## src/sv/fsk_zero_crossing_bit_decoder_macros.svh

```systemverilog
// ----------------------------------------------------------------------------
// fsk zero-crossing bit decoder assertion macros
// shared concurrent check forms, clocked on clk and held off during reset
// ----------------------------------------------------------------------------
`ifndef FSK_ZERO_CROSSING_BIT_DECODER_MACROS_SVH
`define FSK_ZERO_CROSSING_BIT_DECODER_MACROS_SVH

// consequent must hold in the same cycle as the antecedent
`define FZC_ASSERT_SAME(label, ante, cons, msg) \
	label: assert property (@(posedge clk) disable iff (!arst_n) (ante) |-> (cons)) \
		else $error(msg);

// consequent must hold in the cycle after the antecedent
`define FZC_ASSERT_NEXT(label, ante, cons, msg) \
	label: assert property (@(posedge clk) disable iff (!arst_n) (ante) |=> (cons)) \
		else $error(msg);

`endif

```

## src/sv/fzc_pkg.sv

```systemverilog
// ----------------------------------------------------------------------------
// fzc_pkg
// types and fixed constants shared by the fsk zero-crossing bit decoder
// ----------------------------------------------------------------------------
`default_nettype none

package fzc_pkg;

	localparam int HISTORY_DEPTH = 4;

	localparam int TLEN_W = 8;
	localparam int ZMIN_W = 9;
	localparam int QMAX_W = 10;

	localparam logic [TLEN_W-1:0] TLEN_RESET = TLEN_W'(9 * 3);
	localparam logic [ZMIN_W-1:0] ZMIN_RESET = ZMIN_W'(18 + 18 - 5);
	localparam logic [QMAX_W-1:0] QMAX_RESET = QMAX_W'(18 + 18 + 5);

	localparam int ADDR_W = 4;
	localparam int DATA_W = 32;

	// register index, taken from paddr word address
	typedef enum logic [1:0] {
		REG_TIMEOUT_LENGTH = 2'd0,
		REG_ZERO_PAIR_MIN  = 2'd1,
		REG_ONE_QUAD_MAX   = 2'd2
	} reg_idx_t;

	typedef struct packed {
		logic [TLEN_W-1:0] timeout_length;
		logic [ZMIN_W-1:0] zero_pair_min;
		logic [QMAX_W-1:0] one_quad_max;
	} cfg_t;

	typedef struct packed {
		logic bit_valid;
		logic bit_value;
		logic timed_out;
	} result_t;

endpackage

`default_nettype wire

```

## src/sv/fzc_cfg.sv

```systemverilog
// ----------------------------------------------------------------------------
// fzc_cfg
// apb register file holding the decoder thresholds
// ----------------------------------------------------------------------------
`default_nettype none

module fzc_cfg (
	input  wire logic                       clk,
	input  wire logic                       arst_n,
	input  wire logic                       psel,
	input  wire logic                       penable,
	input  wire logic                       pwrite,
	input  wire logic [fzc_pkg::ADDR_W-1:0] paddr,
	input  wire logic [fzc_pkg::DATA_W-1:0] pwdata,
	output logic      [fzc_pkg::DATA_W-1:0] prdata,
	output logic                            pready,
	output fzc_pkg::cfg_t                   cfg
);

	fzc_pkg::cfg_t cfg_q;
	logic          wr_en;
	logic [1:0]    idx;

	assign pready = 1'b1;
	assign wr_en  = psel & penable & pwrite & pready;
	assign idx    = paddr[3:2];
	assign cfg    = cfg_q;

	always_ff @(posedge clk or negedge arst_n) begin
		if (!arst_n) begin
			cfg_q.timeout_length <= fzc_pkg::TLEN_RESET;
			cfg_q.zero_pair_min  <= fzc_pkg::ZMIN_RESET;
			cfg_q.one_quad_max   <= fzc_pkg::QMAX_RESET;
		end else if (wr_en) begin
			case (idx)
				fzc_pkg::REG_TIMEOUT_LENGTH: begin
					cfg_q.timeout_length <= pwdata[fzc_pkg::TLEN_W-1:0];
				end
				fzc_pkg::REG_ZERO_PAIR_MIN: begin
					cfg_q.zero_pair_min <= pwdata[fzc_pkg::ZMIN_W-1:0];
				end
				fzc_pkg::REG_ONE_QUAD_MAX: begin
					cfg_q.one_quad_max <= pwdata[fzc_pkg::QMAX_W-1:0];
				end
				default: begin
				end
			endcase
		end
	end

	always_comb begin
		case (idx)
			fzc_pkg::REG_TIMEOUT_LENGTH: begin
				prdata = fzc_pkg::DATA_W'(cfg_q.timeout_length);
			end
			fzc_pkg::REG_ZERO_PAIR_MIN: begin
				prdata = fzc_pkg::DATA_W'(cfg_q.zero_pair_min);
			end
			fzc_pkg::REG_ONE_QUAD_MAX: begin
				prdata = fzc_pkg::DATA_W'(cfg_q.one_quad_max);
			end
			default: begin
				prdata = '0;
			end
		endcase
	end

endmodule

`default_nettype wire

```

## src/sv/fzc_core.sv

```systemverilog
// ----------------------------------------------------------------------------
// fzc_core
// input register, crossing detector, run counter, half-period history and
// bit decision, one sample per cycle unless the result buffer is full
// ----------------------------------------------------------------------------
`default_nettype none

`include "fsk_zero_crossing_bit_decoder_macros.svh"

module fzc_core #(
	parameter int COUNT_WIDTH = 8
) (
	input  wire logic            clk,
	input  wire logic            arst_n,
	input  wire logic            in_valid,
	output logic                 in_ready,
	input  wire logic            sample_neg,
	input  fzc_pkg::cfg_t        cfg,
	input  wire logic            push_ready,
	output logic                 push,
	output fzc_pkg::result_t     push_data
);

	localparam int SUM_W = (COUNT_WIDTH + 2 > fzc_pkg::QMAX_W) ?
		COUNT_WIDTH + 2 : fzc_pkg::QMAX_W;
	localparam logic [COUNT_WIDTH-1:0] RUN_MAX = {COUNT_WIDTH{1'b1}};

	// input stage
	logic valid_s1;
	logic neg_s1;

	// decoder state
	logic                   last_neg_q;
	logic [COUNT_WIDTH-1:0] run_q;
	logic [COUNT_WIDTH-1:0] hist_q [fzc_pkg::HISTORY_DEPTH];
	logic                   held_q;
	logic                   tflag_q;

	logic                   advance;
	logic                   crossing;
	logic                   timeout;
	logic [COUNT_WIDTH-1:0] shifted [fzc_pkg::HISTORY_DEPTH];
	logic [SUM_W-1:0]       pair_sum;
	logic [SUM_W-1:0]       quad_sum;
	logic                   zero_bit;
	logic                   one_bit;
	logic [COUNT_WIDTH-1:0] run_inc;

	assign advance  = valid_s1 & push_ready;
	assign in_ready = ~valid_s1 | push_ready;

	assign crossing = neg_s1 != last_neg_q;
	assign timeout  = SUM_W'(run_q) > SUM_W'(cfg.timeout_length);

	// an over-long run clears the history and enters as zero
	always_comb begin
		shifted[0] = timeout ? '0 : run_q;
		for (int i = 1; i < fzc_pkg::HISTORY_DEPTH; i++) begin
			shifted[i] = timeout ? '0 : hist_q[i-1];
		end
	end

	assign pair_sum = SUM_W'(shifted[0]) + SUM_W'(shifted[1]);
	assign quad_sum = pair_sum + SUM_W'(shifted[2]) + SUM_W'(shifted[3]);
	assign zero_bit = pair_sum >= SUM_W'(cfg.zero_pair_min);
	// a 0 bit has priority, so the quad test is gated off when the pair test passes
	assign one_bit  = ~zero_bit && (quad_sum <= SUM_W'(cfg.one_quad_max))
		&& (shifted[fzc_pkg::HISTORY_DEPTH-1] != '0);
	assign run_inc  = (run_q == RUN_MAX) ? run_q : run_q + COUNT_WIDTH'(1);

	always_ff @(posedge clk or negedge arst_n) begin
		if (!arst_n) begin
			valid_s1 <= 1'b0;
			neg_s1   <= 1'b0;
		end else if (in_ready) begin
			valid_s1 <= in_valid;
			neg_s1   <= sample_neg;
		end
	end

	always_ff @(posedge clk or negedge arst_n) begin
		if (!arst_n) begin
			last_neg_q <= 1'b0;
			run_q      <= '0;
			held_q     <= 1'b0;
			tflag_q    <= 1'b0;
			for (int i = 0; i < fzc_pkg::HISTORY_DEPTH; i++) begin
				hist_q[i] <= '0;
			end
		end else if (advance) begin
			last_neg_q <= neg_s1;
			if (crossing) begin
				run_q   <= COUNT_WIDTH'(1);
				tflag_q <= timeout;
				if (zero_bit) begin
					held_q <= 1'b0;
				end else if (one_bit) begin
					held_q <= 1'b1;
				end
				for (int i = 0; i < fzc_pkg::HISTORY_DEPTH; i++) begin
					hist_q[i] <= (zero_bit | one_bit) ? '0 : shifted[i];
				end
			end else begin
				run_q <= run_inc;
			end
		end
	end

	always_comb begin
		push                = advance;
		push_data.bit_valid = crossing & (zero_bit | one_bit);
		push_data.timed_out = crossing ? timeout : tflag_q;
		if (crossing && zero_bit) begin
			push_data.bit_value = 1'b0;
		end else if (crossing && one_bit) begin
			push_data.bit_value = 1'b1;
		end else begin
			push_data.bit_value = held_q;
		end
	end

	`FZC_ASSERT_SAME(a_bit_needs_crossing, push && push_data.bit_valid, crossing,
		"decoded bit without a sign change")
	`FZC_ASSERT_NEXT(a_run_restarts, advance && crossing, run_q == COUNT_WIDTH'(1),
		"run counter did not restart at a crossing")
	`FZC_ASSERT_NEXT(a_run_counts, advance && !crossing && run_q != RUN_MAX,
		run_q == $past(run_q) + COUNT_WIDTH'(1), "run counter did not advance")

endmodule

`default_nettype wire

```

## src/sv/fzc_skid.sv

```systemverilog
// ----------------------------------------------------------------------------
// fzc_skid
// two-entry result buffer between the decoder and the output channel
// ----------------------------------------------------------------------------
`default_nettype none

`include "fsk_zero_crossing_bit_decoder_macros.svh"

module fzc_skid (
	input  wire logic         clk,
	input  wire logic         arst_n,
	input  wire logic         push,
	input  fzc_pkg::result_t  push_data,
	output logic              push_ready,
	output logic              out_valid,
	input  wire logic         out_ready,
	output fzc_pkg::result_t  out_data
);

	fzc_pkg::result_t slot_q [2];
	logic             wr_ptr_q;
	logic             rd_ptr_q;
	logic [1:0]       count_q;
	logic             pop;

	assign out_valid  = count_q != 2'd0;
	assign push_ready = count_q != 2'd2;
	assign pop        = out_valid & out_ready;
	assign out_data   = slot_q[rd_ptr_q];

	always_ff @(posedge clk) begin
		if (push) begin
			slot_q[wr_ptr_q] <= push_data;
		end
	end

	always_ff @(posedge clk or negedge arst_n) begin
		if (!arst_n) begin
			wr_ptr_q <= 1'b0;
			rd_ptr_q <= 1'b0;
			count_q  <= 2'd0;
		end else begin
			if (push) begin
				wr_ptr_q <= ~wr_ptr_q;
			end
			if (pop) begin
				rd_ptr_q <= ~rd_ptr_q;
			end
			case ({push, pop})
				2'b10:   count_q <= count_q + 2'd1;
				2'b01:   count_q <= count_q - 2'd1;
				default: count_q <= count_q;
			endcase
		end
	end

	`FZC_ASSERT_SAME(a_no_push_when_full, push, push_ready,
		"item pushed into a full result buffer")
	`FZC_ASSERT_SAME(a_count_range, 1'b1, count_q != 2'd3,
		"result buffer count out of range")
	`FZC_ASSERT_NEXT(a_pop_drains, pop && !push, count_q == $past(count_q) - 2'd1,
		"result buffer count did not drop after a pop")

endmodule

`default_nettype wire

```

## src/sv/fsk_zero_crossing_bit_decoder.sv

```systemverilog
// ----------------------------------------------------------------------------
// fsk_zero_crossing_bit_decoder
// cassette fsk demodulator: counts samples between sign changes and decodes
// low-tone pairs as 0 bits and high-tone quads as 1 bits
// ----------------------------------------------------------------------------
// usage
//   input channel in_valid/in_ready carries one signed sample per item; only
//   its sign bit is looked at. output channel out_valid/out_ready returns one
//   result item per sample: bit_valid, the held bit value and the timeout flag.
//   thresholds sit in three apb registers at byte addresses 0, 4 and 8
//   (timeout length, zero pair minimum, one quad maximum); write them only
//   while no items are in flight.
// timing
//   a sample is captured in the input register, then its result is written
//   into the result buffer, which raises out_valid. throughput is one item
//   per cycle while the result buffer has room, as the decoder stage updates
//   the run counter and four-entry history as each sample advances.
// reset and stall
//   arst_n restores the register defaults and clears the run counter, history,
//   held bit and timeout flag. when out_ready is low the two-entry result
//   buffer takes up to two more results and one more item waits in the input
//   register before in_ready drops.
// ----------------------------------------------------------------------------
`default_nettype none

module fsk_zero_crossing_bit_decoder #(
	parameter int COUNT_WIDTH = 8
) (
	input  wire logic                       clk,
	input  wire logic                       arst_n,
	input  wire logic                       psel,
	input  wire logic                       penable,
	input  wire logic                       pwrite,
	input  wire logic [fzc_pkg::ADDR_W-1:0] paddr,
	input  wire logic [fzc_pkg::DATA_W-1:0] pwdata,
	output logic      [fzc_pkg::DATA_W-1:0] prdata,
	output logic                            pready,
	input  wire logic                       in_valid,
	output logic                            in_ready,
	input  wire logic signed [15:0]         sample,
	output logic                            out_valid,
	input  wire logic                       out_ready,
	output logic                            bit_valid,
	output logic                            bit_value,
	output logic                            timed_out
);

	fzc_pkg::cfg_t    cfg;
	fzc_pkg::result_t push_data;
	fzc_pkg::result_t out_data;
	logic             push;
	logic             push_ready;

	fzc_cfg u_cfg (
		.clk     (clk),
		.arst_n  (arst_n),
		.psel    (psel),
		.penable (penable),
		.pwrite  (pwrite),
		.paddr   (paddr),
		.pwdata  (pwdata),
		.prdata  (prdata),
		.pready  (pready),
		.cfg     (cfg)
	);

	fzc_core #(
		.COUNT_WIDTH (COUNT_WIDTH)
	) u_core (
		.clk        (clk),
		.arst_n     (arst_n),
		.in_valid   (in_valid),
		.in_ready   (in_ready),
		.sample_neg (sample[15]),
		.cfg        (cfg),
		.push_ready (push_ready),
		.push       (push),
		.push_data  (push_data)
	);

	fzc_skid u_skid (
		.clk        (clk),
		.arst_n     (arst_n),
		.push       (push),
		.push_data  (push_data),
		.push_ready (push_ready),
		.out_valid  (out_valid),
		.out_ready  (out_ready),
		.out_data   (out_data)
	);

	assign bit_valid = out_data.bit_valid;
	assign bit_value = out_data.bit_value;
	assign timed_out = out_data.timed_out;

endmodule

`default_nettype wire

```

## config.mk

```make
export PLATFORM = sky130hd
export DESIGN_NAME = fsk_zero_crossing_bit_decoder
export DESIGN_NICKNAME = d
export VERILOG_FILES = /design/src/sv/fzc_pkg.sv /design/src/sv/fzc_cfg.sv /design/src/sv/fzc_core.sv /design/src/sv/fzc_skid.sv /design/src/sv/fsk_zero_crossing_bit_decoder.sv
export VERILOG_INCLUDE_DIRS = /design/src /design/src/sv
export SDC_FILE = /design/constraint.sdc
export NUM_CORES = 1
export LEC_CHECK = 0
export BUFFER_PORTS_ARGS = -buffer_cell sky130_fd_sc_hd__buf_2
export CORE_UTILIZATION = 45
export CTS_CLUSTER_DIAMETER = 200
export DETAILED_ROUTE_END_ITERATION = 7
export GPL_TIMING_DRIVEN = 0
export PLACE_DENSITY = 0.67
export SYNTH_ARGS = -nofsm -noshare
export SYNTH_HDL_FRONTEND = slang
export SYNTH_SLANG_ARGS = --single-unit
export TNS_END_PERCENT = 20
```

## constraint.sdc

```tcl
create_clock -name clk -period 8.94 [get_ports clk]
set_input_delay 1.788 -clock clk [delete_from_list [all_inputs] [get_ports clk]]
set_output_delay 1.788 -clock clk [all_outputs]
set_load 0.02 [all_outputs]
```

==> results of run 1 <==
power by group through the flow:
stage	logic [mW]	clock network [mW]	registers [mW]
after floorplan	0.599	0	0.494
after global placement	0.751	0	0.517
after detailed placement	0.781	0	0.520
after CTS	0.785	0.265	0.514
after global routing	0.885	0.280	0.527
final	0.780	0.259	0.514
layer usage:
layer / share of wire, % / vias to the layer above / wire [um] / global-route usage (%)
li1: - / 1795 / - / -
met4: 1.8 / 0 / 187 / 6.65
met5: 0 / - / 0 / 0
met3: 4.9 / 15 / 523 / 4.26
met1: 48 / 1745 / 5080 / 29.0
met2: 46 / 61 / 4880 / 30.7
final cells by class:
cell class | instances | area [um^2] | area share (%)
plain buffers | 38 | 245 | 4.41
clock buffers | 10 | 128 | 2.29
clock inverters | 6 | 66.3 | 1.19
inverters | 53 | 199 | 3.57
multi-input cells | 355 | 2690 | 48.3
flip-flops and latches | 74 | 1900 | 34.1
well taps | 136 | 170 | 3.06
repair buffers | 34 | 173 | 3.10
cells in the mapped netlist, types with 2 or more instances:
library cell / count / area, um^2
a21o_1: 8 / 60.1
a21oi_1: 13 / 65.1
a22o_1: 24 / 210
and2_1: 17 / 106
and3_1: 4 / 25.0
and4_1: 2 / 17.5
buf_1: 2 / 7.51
buf_4: 23 / 173
buf_6: 2 / 22.5
clkbuf_1: 10 / 37.5
conb_1: 2 / 7.51
dfrtp_1: 56 / 1400
dfstp_2: 12 / 315
edfxtp_1: 6 / 180
fa_1: 10 / 200
ha_1: 45 / 563
inv_1: 53 / 199
mux2_2: 16 / 180
mux2i_1: 9 / 90.1
nand2_1: 54 / 203
nand2b_1: 4 / 25.0
nand3_1: 5 / 25.0
nand4_1: 8 / 50.1
nor2_1: 17 / 63.8
nor2b_1: 4 / 25.0
nor3_1: 3 / 15.0
nor4_1: 2 / 12.5
o211ai_1: 2 / 15.0
o21a_1: 2 / 15.0
o21ai_0: 35 / 175
or2_2: 4 / 25.0
xnor2_1: 13 / 114
xor2_1: 11 / 96.3
metrics by stage:
stage | utilization (%) | power (mW) | cell area, um^2 | hold WS, ps | std cells
floorplan | - | 1.09 | 5030 | 450 | 520
global placement | 51.1 | 1.27 | 5370 | 470 | 690
detailed placement | 51.1 | 1.30 | 5370 | 474 | 690
CTS | 53.0 | 1.56 | 5570 | 499 | 706
global route | 53.0 | 1.69 | 5570 | 515 | 706
finish | 53.0 | 1.55 | 5570 | 497 | 706
registers in the layout, summed over array words and instances, names as in the netlist:
register,count
u_cfg.cfg,27
u_core.hist_q,24
u_core.run_q,8
u_skid.slot_q,6
u_skid.count_q,2
u_core.held_q,1
u_core.last_neg_q,1
u_core.neg_s1,1
u_core.tflag_q,1
u_core.valid_s1,1
u_skid.rd_ptr_q,1
u_skid.wr_ptr_q,1
worst paths after layout:
path,from,end,slack [ps],depth (start not counted)
setup reg to reg,u_cfg.cfg[20],u_core.hist_q[31],1520,31
max in group asynchronous,arst_n,u_core.hist_q[25],6820,1
min in group asynchronous,arst_n,u_cfg.cfg[9],1520,1
setup / recovery,u_cfg.cfg[20],u_core.hist_q[31],1520,31
hold / removal,u_skid.wr_ptr_q,u_skid.wr_ptr_q,500,1
hold reg to reg,u_skid.wr_ptr_q,u_skid.wr_ptr_q,500,1
cells by family after synthesis:
group / after synthesis / synth area share, %
multiplexers: 25 / 5.46
adder cells (fa/ha/maj): 55 / 15.4
AO/OA/AOI/OAI: 97 / 13.8
AND/OR/NAND/NOR: 130 / 13.3
other: 2 / 0.152
buffers and inverters: 91 / 8.97
XOR/XNOR: 25 / 4.57
flip-flops: 74 / 38.3
==> impl_metrics.env, run 1 <==
export IMPL_status="finished clean"
export IMPL_fmax_mhz=135
export IMPL_avgSynthCellArea_um2=9.92
export IMPL_postCtsSetupBuffers=0
export IMPL_die_h_um=107
export IMPL_grt_setup_unrepaired="false"
export IMPL_cp_slowest_cell="dfstp_2"
export IMPL_area_growth_syn_to_layout_pct=12.4
export IMPL_maxSlewHeadroom_pct=41.4
export IMPL_wl_per_cell_um=15.1
export IMPL_syn_inst=499
export IMPL_io_pins=97
export IMPL_grt_usage_pct=20.3
export IMPL_antenna_found_initial=0
export IMPL_combinationalPowerShare_pct=50.2
export IMPL_fp_dieW_um=107
export IMPL_core_mm2=0.0105
export IMPL_finalSetupTns_ps=0
export IMPL_p_per_area_mw_per_mm2=279
export IMPL_slew_violations=0
export IMPL_seq_power_share_pct=33.1
export IMPL_clockBufferDepth=2
export IMPL_row_count=37
export IMPL_async_flop_share_pct=91.9
export IMPL_insertion_delay_ps=350
export IMPL_crit_arrival_ps=7660
export IMPL_p_leak_nw=2.83
export IMPL_ir_drop_mv=0.159
export IMPL_min_path_type="reg -> reg"
export IMPL_setup_viol=0
export IMPL_cts_hold_buf=0
export IMPL_fin_crit_ps=7420
export IMPL_initial_core_util_pct=47.1
export IMPL_critical_path_class="reg -> reg"
export IMPL_max_stage_delay_ps=540
export IMPL_portBuffers=34
export IMPL_routed_wirelength_mm=10.7
export IMPL_yosys_cell_types_count=54
export IMPL_yosysSeqAreaShare_pct=38.3
export IMPL_grt_pass1_wl_mm=17.8
export IMPL_clkSinkCount=74
export IMPL_fin_skew_ps=6.80
export IMPL_dp_worst_setup_slack_ps=1500
export IMPL_dp_hpwl_mm=8.27
export IMPL_grt_max_degree=69
export IMPL_fillers=954
export IMPL_critPathTopFamily="adder cells"
export IMPL_post_route_period_util_pct=83.0
export IMPL_layout_commonest_cell="dfrtp_1"
export IMPL_root_buffer="clkbuf_8"
export IMPL_numCtsBuffers=9
export IMPL_dr_pass1_iters=4
export IMPL_place_congestion=0.863
export IMPL_setup_ws_ps=1520
export IMPL_yosys_warnings=0
export IMPL_critPathBufInv=6
export IMPL_cap_violations=0
export IMPL_p_sw_mw=0.647
export IMPL_die_area_mm2=0.0114
export IMPL_dr_first_iter_drc_count=169
export IMPL_viasPerCell=5.12
export IMPL_hold_violations=0
export IMPL_fin_nets=679
export IMPL_p_int_mw=0.905
export IMPL_final_cell_mix="dfrtp_1 (56), nand2_1 (54), inv_1 (53)"
export IMPL_synth_edf_count=6
export IMPL_crit_path_end_kind="flip-flop"
export IMPL_htreeDepth=3
export IMPL_cts_resized=0
export IMPL_clkSlewWorstSetupHoldPaths_ps=80
export IMPL_tritoncts="yes"
export IMPL_required_ps=9180
export IMPL_worst_pin_slew_ps=872
export IMPL_grt_pass1_vias=3638
export IMPL_n_antenna_cell=0
export IMPL_pwr_share_clk_pct=16.7
export IMPL_drive_gt1_share_pct=20.5
export IMPL_syn_area_mm2=0.00495
export IMPL_vias=3616
export IMPL_grt_overflow_total=0
export IMPL_worstSetupStartpointType="flip-flop"
export IMPL_antenna_left=0
export IMPL_drc=0
export IMPL_synth_seq_cells=74
export IMPL_switching_share_pct=41.7
export IMPL_path_max_fanout=10
export IMPL_synth_main_ff_cell="dfrtp_1"
Note: power is estimated with default switching activity, not from simulation.
==> run 2: changes to the inputs <==
- clock period: 8.94 -> 7.07 ns (I/O delays scaled with it)
==> impl_metrics.env, run 2 (same netlist as run 1, synthesis figures left out) <==
export IMPL_layout_commonest_cell="dfrtp_1"
export IMPL_fin_skew_ps=8.05
export IMPL_tritoncts="yes"
export IMPL_crit_arrival_ps=6880
export IMPL_dp_hpwl_mm=8.27
export IMPL_cts_hold_buf=0
export IMPL_final_cell_mix="dfrtp_1 (56), nand2_1 (54), inv_1 (53)"
export IMPL_maxSlewHeadroom_pct=40.5
export IMPL_htreeDepth=3
export IMPL_core_mm2=0.0105
export IMPL_antenna_left=0
export IMPL_fp_dieW_um=107
export IMPL_seq_area_mm2=0.00190
export IMPL_dpl_cell_area_mm2=0.00537
export IMPL_grt_pass1_wl_mm=17.8
export IMPL_numCtsBuffers=9
export IMPL_grt_pass1_vias=3643
export IMPL_final_area_mm2=0.00565
export IMPL_finalNonFillerCells=710
export IMPL_die_h_um=107
export IMPL_ir_drop_mv=0.213
export IMPL_largest_register_ffs=27
export IMPL_post_route_period_util_pct=93.8
export IMPL_crit_path_end_kind="flip-flop"
export IMPL_clockBufferDepth=2
export IMPL_required_ps=7310
export IMPL_root_buffer="clkbuf_8"
export IMPL_drc=0
export IMPL_grt_max_degree=69
export IMPL_fmax_mhz=151
export IMPL_status="finished clean"
export IMPL_fin_crit_ps=6630
export IMPL_area_growth_syn_to_layout_pct=14.0
export IMPL_place_congestion=0.863
export IMPL_clkSinkCount=74
export IMPL_slew_violations=0
export IMPL_p_leak_nw=2.87
export IMPL_die_area_mm2=0.0114
export IMPL_dr_first_iter_drc_count=167
export IMPL_viasPerCell=5.17
export IMPL_n_antenna_cell=0
export IMPL_clkSlewWorstSetupHoldPaths_ps=80
export IMPL_grt_overflow_total=0
export IMPL_worst_pin_slew_ps=886
export IMPL_worst_hold_slack_ps=496
export IMPL_max_stage_delay_ps=540
export IMPL_routed_wirelength_mm=10.8
export IMPL_multiInputGateArea_mm2=0.00273
export IMPL_vias=3673
export IMPL_critical_path_class="reg -> reg"
export IMPL_worstSetupStartpointType="flip-flop"
export IMPL_dr_pass1_iters=4
export IMPL_grt_usage_pct=20.3
export IMPL_utilization_pct=53.7
export IMPL_p_per_area_mw_per_mm2=356
export IMPL_row_count=37
export IMPL_dp_cells=690
export IMPL_setup_viol=0
export IMPL_fin_nets=683
export IMPL_fillers=948
export IMPL_insertion_delay_ps=350
export IMPL_portBuffers=34
export IMPL_path_max_fanout=10
export IMPL_initial_core_util_pct=47.1
export IMPL_hold_violations=0
export IMPL_wl_per_cell_um=15.3
export IMPL_grt_setup_unrepaired="false"
export IMPL_cap_violations=0
export IMPL_cp_slowest_cell="dfstp_2"
export IMPL_min_path_type="reg -> reg"
export IMPL_antenna_found_initial=0
export IMPL_io_pins=97
export IMPL_drive_gt1_share_pct=23.0
## run 2: layer usage
metal / global-route usage (%) / share of wire, % / vias to the layer above
met5: 0 / 0 / -
met4: 6.65 / 1.7 / 0
met3: 4.26 / 4.5 / 15
met2: 30.8 / 46 / 77
met1: 28.9 / 48 / 1780
li1: - / - / 1801
## run 2: cell type report
type                    count  share of cell area [%]
inverters                  53                    3.52
well taps                 136                    3.01
repair buffers             39                    3.68
plain buffers              37                    4.43
clock buffers              10                    2.26
clock inverters             6                    1.17
flip-flops and latches     74                    33.6
multi-input cells         355                    48.3
## run 2: path summary, 6_finish.rpt
path | from | to | slack, ps | cells after the start
worst max-delay path | u_cfg.cfg[20] | u_core.hist_q[8] | 440 | 33
worst min-delay path | u_skid.wr_ptr_q | u_skid.wr_ptr_q | 500 | 1
worst max register to register | u_cfg.cfg[20] | u_core.hist_q[8] | 440 | 33
worst min register to register | u_skid.wr_ptr_q | u_skid.wr_ptr_q | 500 | 1
max in group asynchronous | arst_n | u_core.hist_q[25] | 5320 | 1
min in group asynchronous | arst_n | u_cfg.cfg[9] | 1140 | 1
## run 2: critical path, delay by kind of cell (launching register included)
family                     cells  cell delay (ps)
AOI/OAI and AO/OA             10             1730
adders and majority gates      5             1670
and+or+nand+nor                8             1230
buffers and inverters          8             1010
DFF                            1              540
xor gates and xnor gates       2              350
## run 2: per-stage QoR
| stage | power (mW) | TNS, ps | setup WS (ps) |
|---|---|---|---|
| floorplan | 1.38 | 0 | 825 |
| global placement | 1.60 | -8670 | -348 |
| detailed placement | 1.64 | -9160 | -367 |
| CTS | 1.99 | 0 | 16.7 |
| global route | 2.19 | 0 | 16.7 |
| finish | 2.01 | 0 | 437 |
## run 2: report_power, final
group	leakage [nW]	switching, mW	internal [mW]
clock network	0.0889	0.166	0.164
logic	1.88	0.570	0.456
registers	0.904	0.0968	0.559
## run 2: timing repair
action                                  CTS  global route
pin swaps                                 1             2
buffers inserted                          2             2
gates resized for setup                   3            16
cloned                                    0             1
endpoints found under the setup margin   29            29
==> run 3: changes to the inputs <==
- SYNTH_HIERARCHICAL: unset -> 1
==> impl_metrics.env, run 3 <==
export IMPL_status="finished clean"
export IMPL_clockBufferDepth=2
export IMPL_ff2ff_setup_slack_ps=450
export IMPL_yosysSeqAreaShare_pct=36.7
export IMPL_synth_area_top_cells="dfrtp_1 (27%), ha_1 (11%), dfstp_2 (6.1%)"
export IMPL_cp_slowest_cell="fa_1"
export IMPL_slew_violations=0
export IMPL_dp_worst_setup_slack_ps=86.6
export IMPL_r2r_start="u_cfg/cfg[20]"
export IMPL_synth_top_family_by_area="simple AND/OR/NAND/NOR gates"
export IMPL_die_h_um=109
export IMPL_root_buffer="clkbuf_16"
export IMPL_place_congestion=0.833
export IMPL_path_max_fanout=10
export IMPL_routed_wirelength_mm=11.6
export IMPL_syn_area_mm2=0.00517
export IMPL_row_count=38
export IMPL_finalSetupTns_ps=0
export IMPL_clkSinkCount=74
export IMPL_wl_per_cell_um=15.4
export IMPL_vias=3977
export IMPL_synth_seq_cells=74
export IMPL_critical_path_class="reg -> reg"
export IMPL_die_area_mm2=0.0119
export IMPL_cap_violations=0
export IMPL_worstSetupStartpointType="flip-flop"
export IMPL_synth_largest_area_cell="dfrtp_1"
export IMPL_layout_commonest_cell="nand2_1"
export IMPL_grt_max_degree=69
export IMPL_grt_pass1_wl_mm=18.9
export IMPL_tritoncts="yes"
export IMPL_antenna_left=0
export IMPL_yosys_cell_types_count=56
export IMPL_crit_arrival_ps=6820
export IMPL_finalNonFillerCells=751
export IMPL_post_route_period_util_pct=93.6
export IMPL_fp_dieW_um=109
export IMPL_crit_path_end="u_skid/slot_q[1][2]"
export IMPL_fmax_mhz=151
export IMPL_avgSynthCellArea_um2=9.59
export IMPL_portBuffers=34
export IMPL_async_flop_share_pct=91.9
export IMPL_worst_r2r_endpoint="u_skid/slot_q[1][2]"
export IMPL_synth_edf_count=6
export IMPL_area_growth_syn_to_layout_pct=15.0
export IMPL_grt_overflow_total=0
export IMPL_synth_compound_area_share_pct=10.0
export IMPL_min_path_type="reg -> reg"
export IMPL_io_pins=97
export IMPL_yosys_area_top_type_share_pct=27.1
export IMPL_setup_ws_ps=452
export IMPL_grt_setup_unrepaired="false"
export IMPL_crit_path_end_kind="flip-flop"
export IMPL_synth_common_cells="nand2_1 (61), dfrtp_1 (56), inv_1 (49), ha_1 (45), o21ai_0 (43)"
export IMPL_r2r_cells=28
export IMPL_htreeDepth=3
export IMPL_hold_violations=0
export IMPL_initial_core_util_pct=46.9
export IMPL_fin_skew_ps=6.66
export IMPL_insertion_delay_ps=330
export IMPL_dr_pass1_iters=4
export IMPL_viasPerCell=5.30
export IMPL_clkSlewWorstSetupHoldPaths_ps=60
export IMPL_setup_viol=0
export IMPL_largest_register_ffs=27
export IMPL_yosysMostFrequentCell="nand2_1"
export IMPL_p_per_area_mw_per_mm2=396
export IMPL_drive_gt1_share_pct=23.1
export IMPL_synth_xor_area_share_pct=4.07
export IMPL_muxShareOfSynthArea_pct=9.17
export IMPL_worst_pin_slew_ps=869
export IMPL_dp_cells=734
export IMPL_grt_usage_pct=21.2
export IMPL_synth_fa_ha_area_share_pct=14.8
export IMPL_dr_first_iter_drc_count=181
export IMPL_cts_hold_buf=0
export IMPL_dp_hpwl_mm=8.84
export IMPL_yosys_warnings=6
export IMPL_crit_start="u_cfg/cfg[20]"
export IMPL_synth_main_ff_cell="dfrtp_1"
export IMPL_numCtsBuffers=9
export IMPL_fin_crit_ps=6620
export IMPL_antenna_found_initial=0
export IMPL_maxSlewHeadroom_pct=42.1
export IMPL_utilization_pct=53.9
export IMPL_core_mm2=0.0110
export IMPL_max_stage_delay_ps=610
export IMPL_n_antenna_cell=0
export IMPL_ir_drop_mv=0.215
export IMPL_fin_nets=720
export IMPL_synth_simple_area_share_pct=16.2
export IMPL_drc=0
export IMPL_required_ps=7270
export IMPL_p_leak_nw=3.03
export IMPL_syn_inst=539
export IMPL_final_cell_mix="nand2_1 (61), dfrtp_1 (56), inv_1 (49)"
export IMPL_grt_pass1_vias=3913
==> run 3: layout make-up <==
type / instances / area (um^2)
plain buffers: 44 / 284
well taps: 140 / 175
flip-flops and latches: 74 / 1900
multi-input cells: 393 / 2910
inverters: 49 / 184
fillers: 991 / 5090
clock inverters: 5 / 60.1
repair buffers: 35 / 180
clock buffers: 11 / 254
==> run 3: kinds of logic (layout without fill, tap and decap cells) <==
logic type,count (synthesis),after routing
AO/OA/AOI/OAI,84,84
buffers and inverters,93,144
adder cells (fa/ha/maj),55,55
other,2,23
AND/OR/NAND/NOR,167,167
multiplexers,40,40
XOR/XNOR,24,24
flip-flops,74,74
==> run 3: where the power goes <==
| group | internal, mW | switching (mW) |
|---|---|---|
| combinational | 0.508 | 0.704 |
| clock | 0.296 | 0.180 |
| sequential | 0.567 | 0.0995 |
| total | 1.37 | 0.984 |
==> run 3: metal layers <==
metal	vias to the layer above	track usage (%)	wire, um
li1	1947	-	-
met1	1920	28.1	5260
met2	87	34.1	5500
met3	23	3.89	506
met4	0	8.57	286
met5	-	0	0
==> run 3: per-stage QoR <==
step                      hold slack [ps]  power [mW]  instance area (um^2)
after detailed placement              468        1.86                  5600
after floorplan                       448        1.54                  5250
after global routing                  506        2.55                  5940
after global placement                463        1.81                  5590
final                                 487        2.35                  5940
after CTS                             481        2.35                  5910
==> run 3: what timing repair did <==
item                       4_1_cts  5_1_grt
resized for setup                0       10
buffers inserted                 0        1
setup endpoints to repair        0       29
==> run 3: worst max-delay path: cells and delay by family, from the launching register on <==
kind	cells	cell delay, ps
adder cells (fa/ha/maj)	6	2000
AO/OA/AOI/OAI	9	2140
AND/OR/NAND/NOR	5	660
XOR/XNOR	2	470
buffers and inverters	6	670
flip-flops	1	540
==> run 3: worst min path at each step <==
stage / start / endpoint / slack, ps / depth (start not counted)
finish: u_skid/wr_ptr_q / u_skid/wr_ptr_q / 490 / 1
global route: u_skid/wr_ptr_q / u_skid/wr_ptr_q / 510 / 1
CTS: u_core/hist_q[25] / u_core/hist_q[25] / 480 / 2
detailed placement: u_core/hist_q[25] / u_core/hist_q[25] / 470 / 2
global placement: u_core/hist_q[25] / u_core/hist_q[25] / 460 / 2
floorplan: u_core/hist_q[25] / u_core/hist_q[25] / 450 / 2
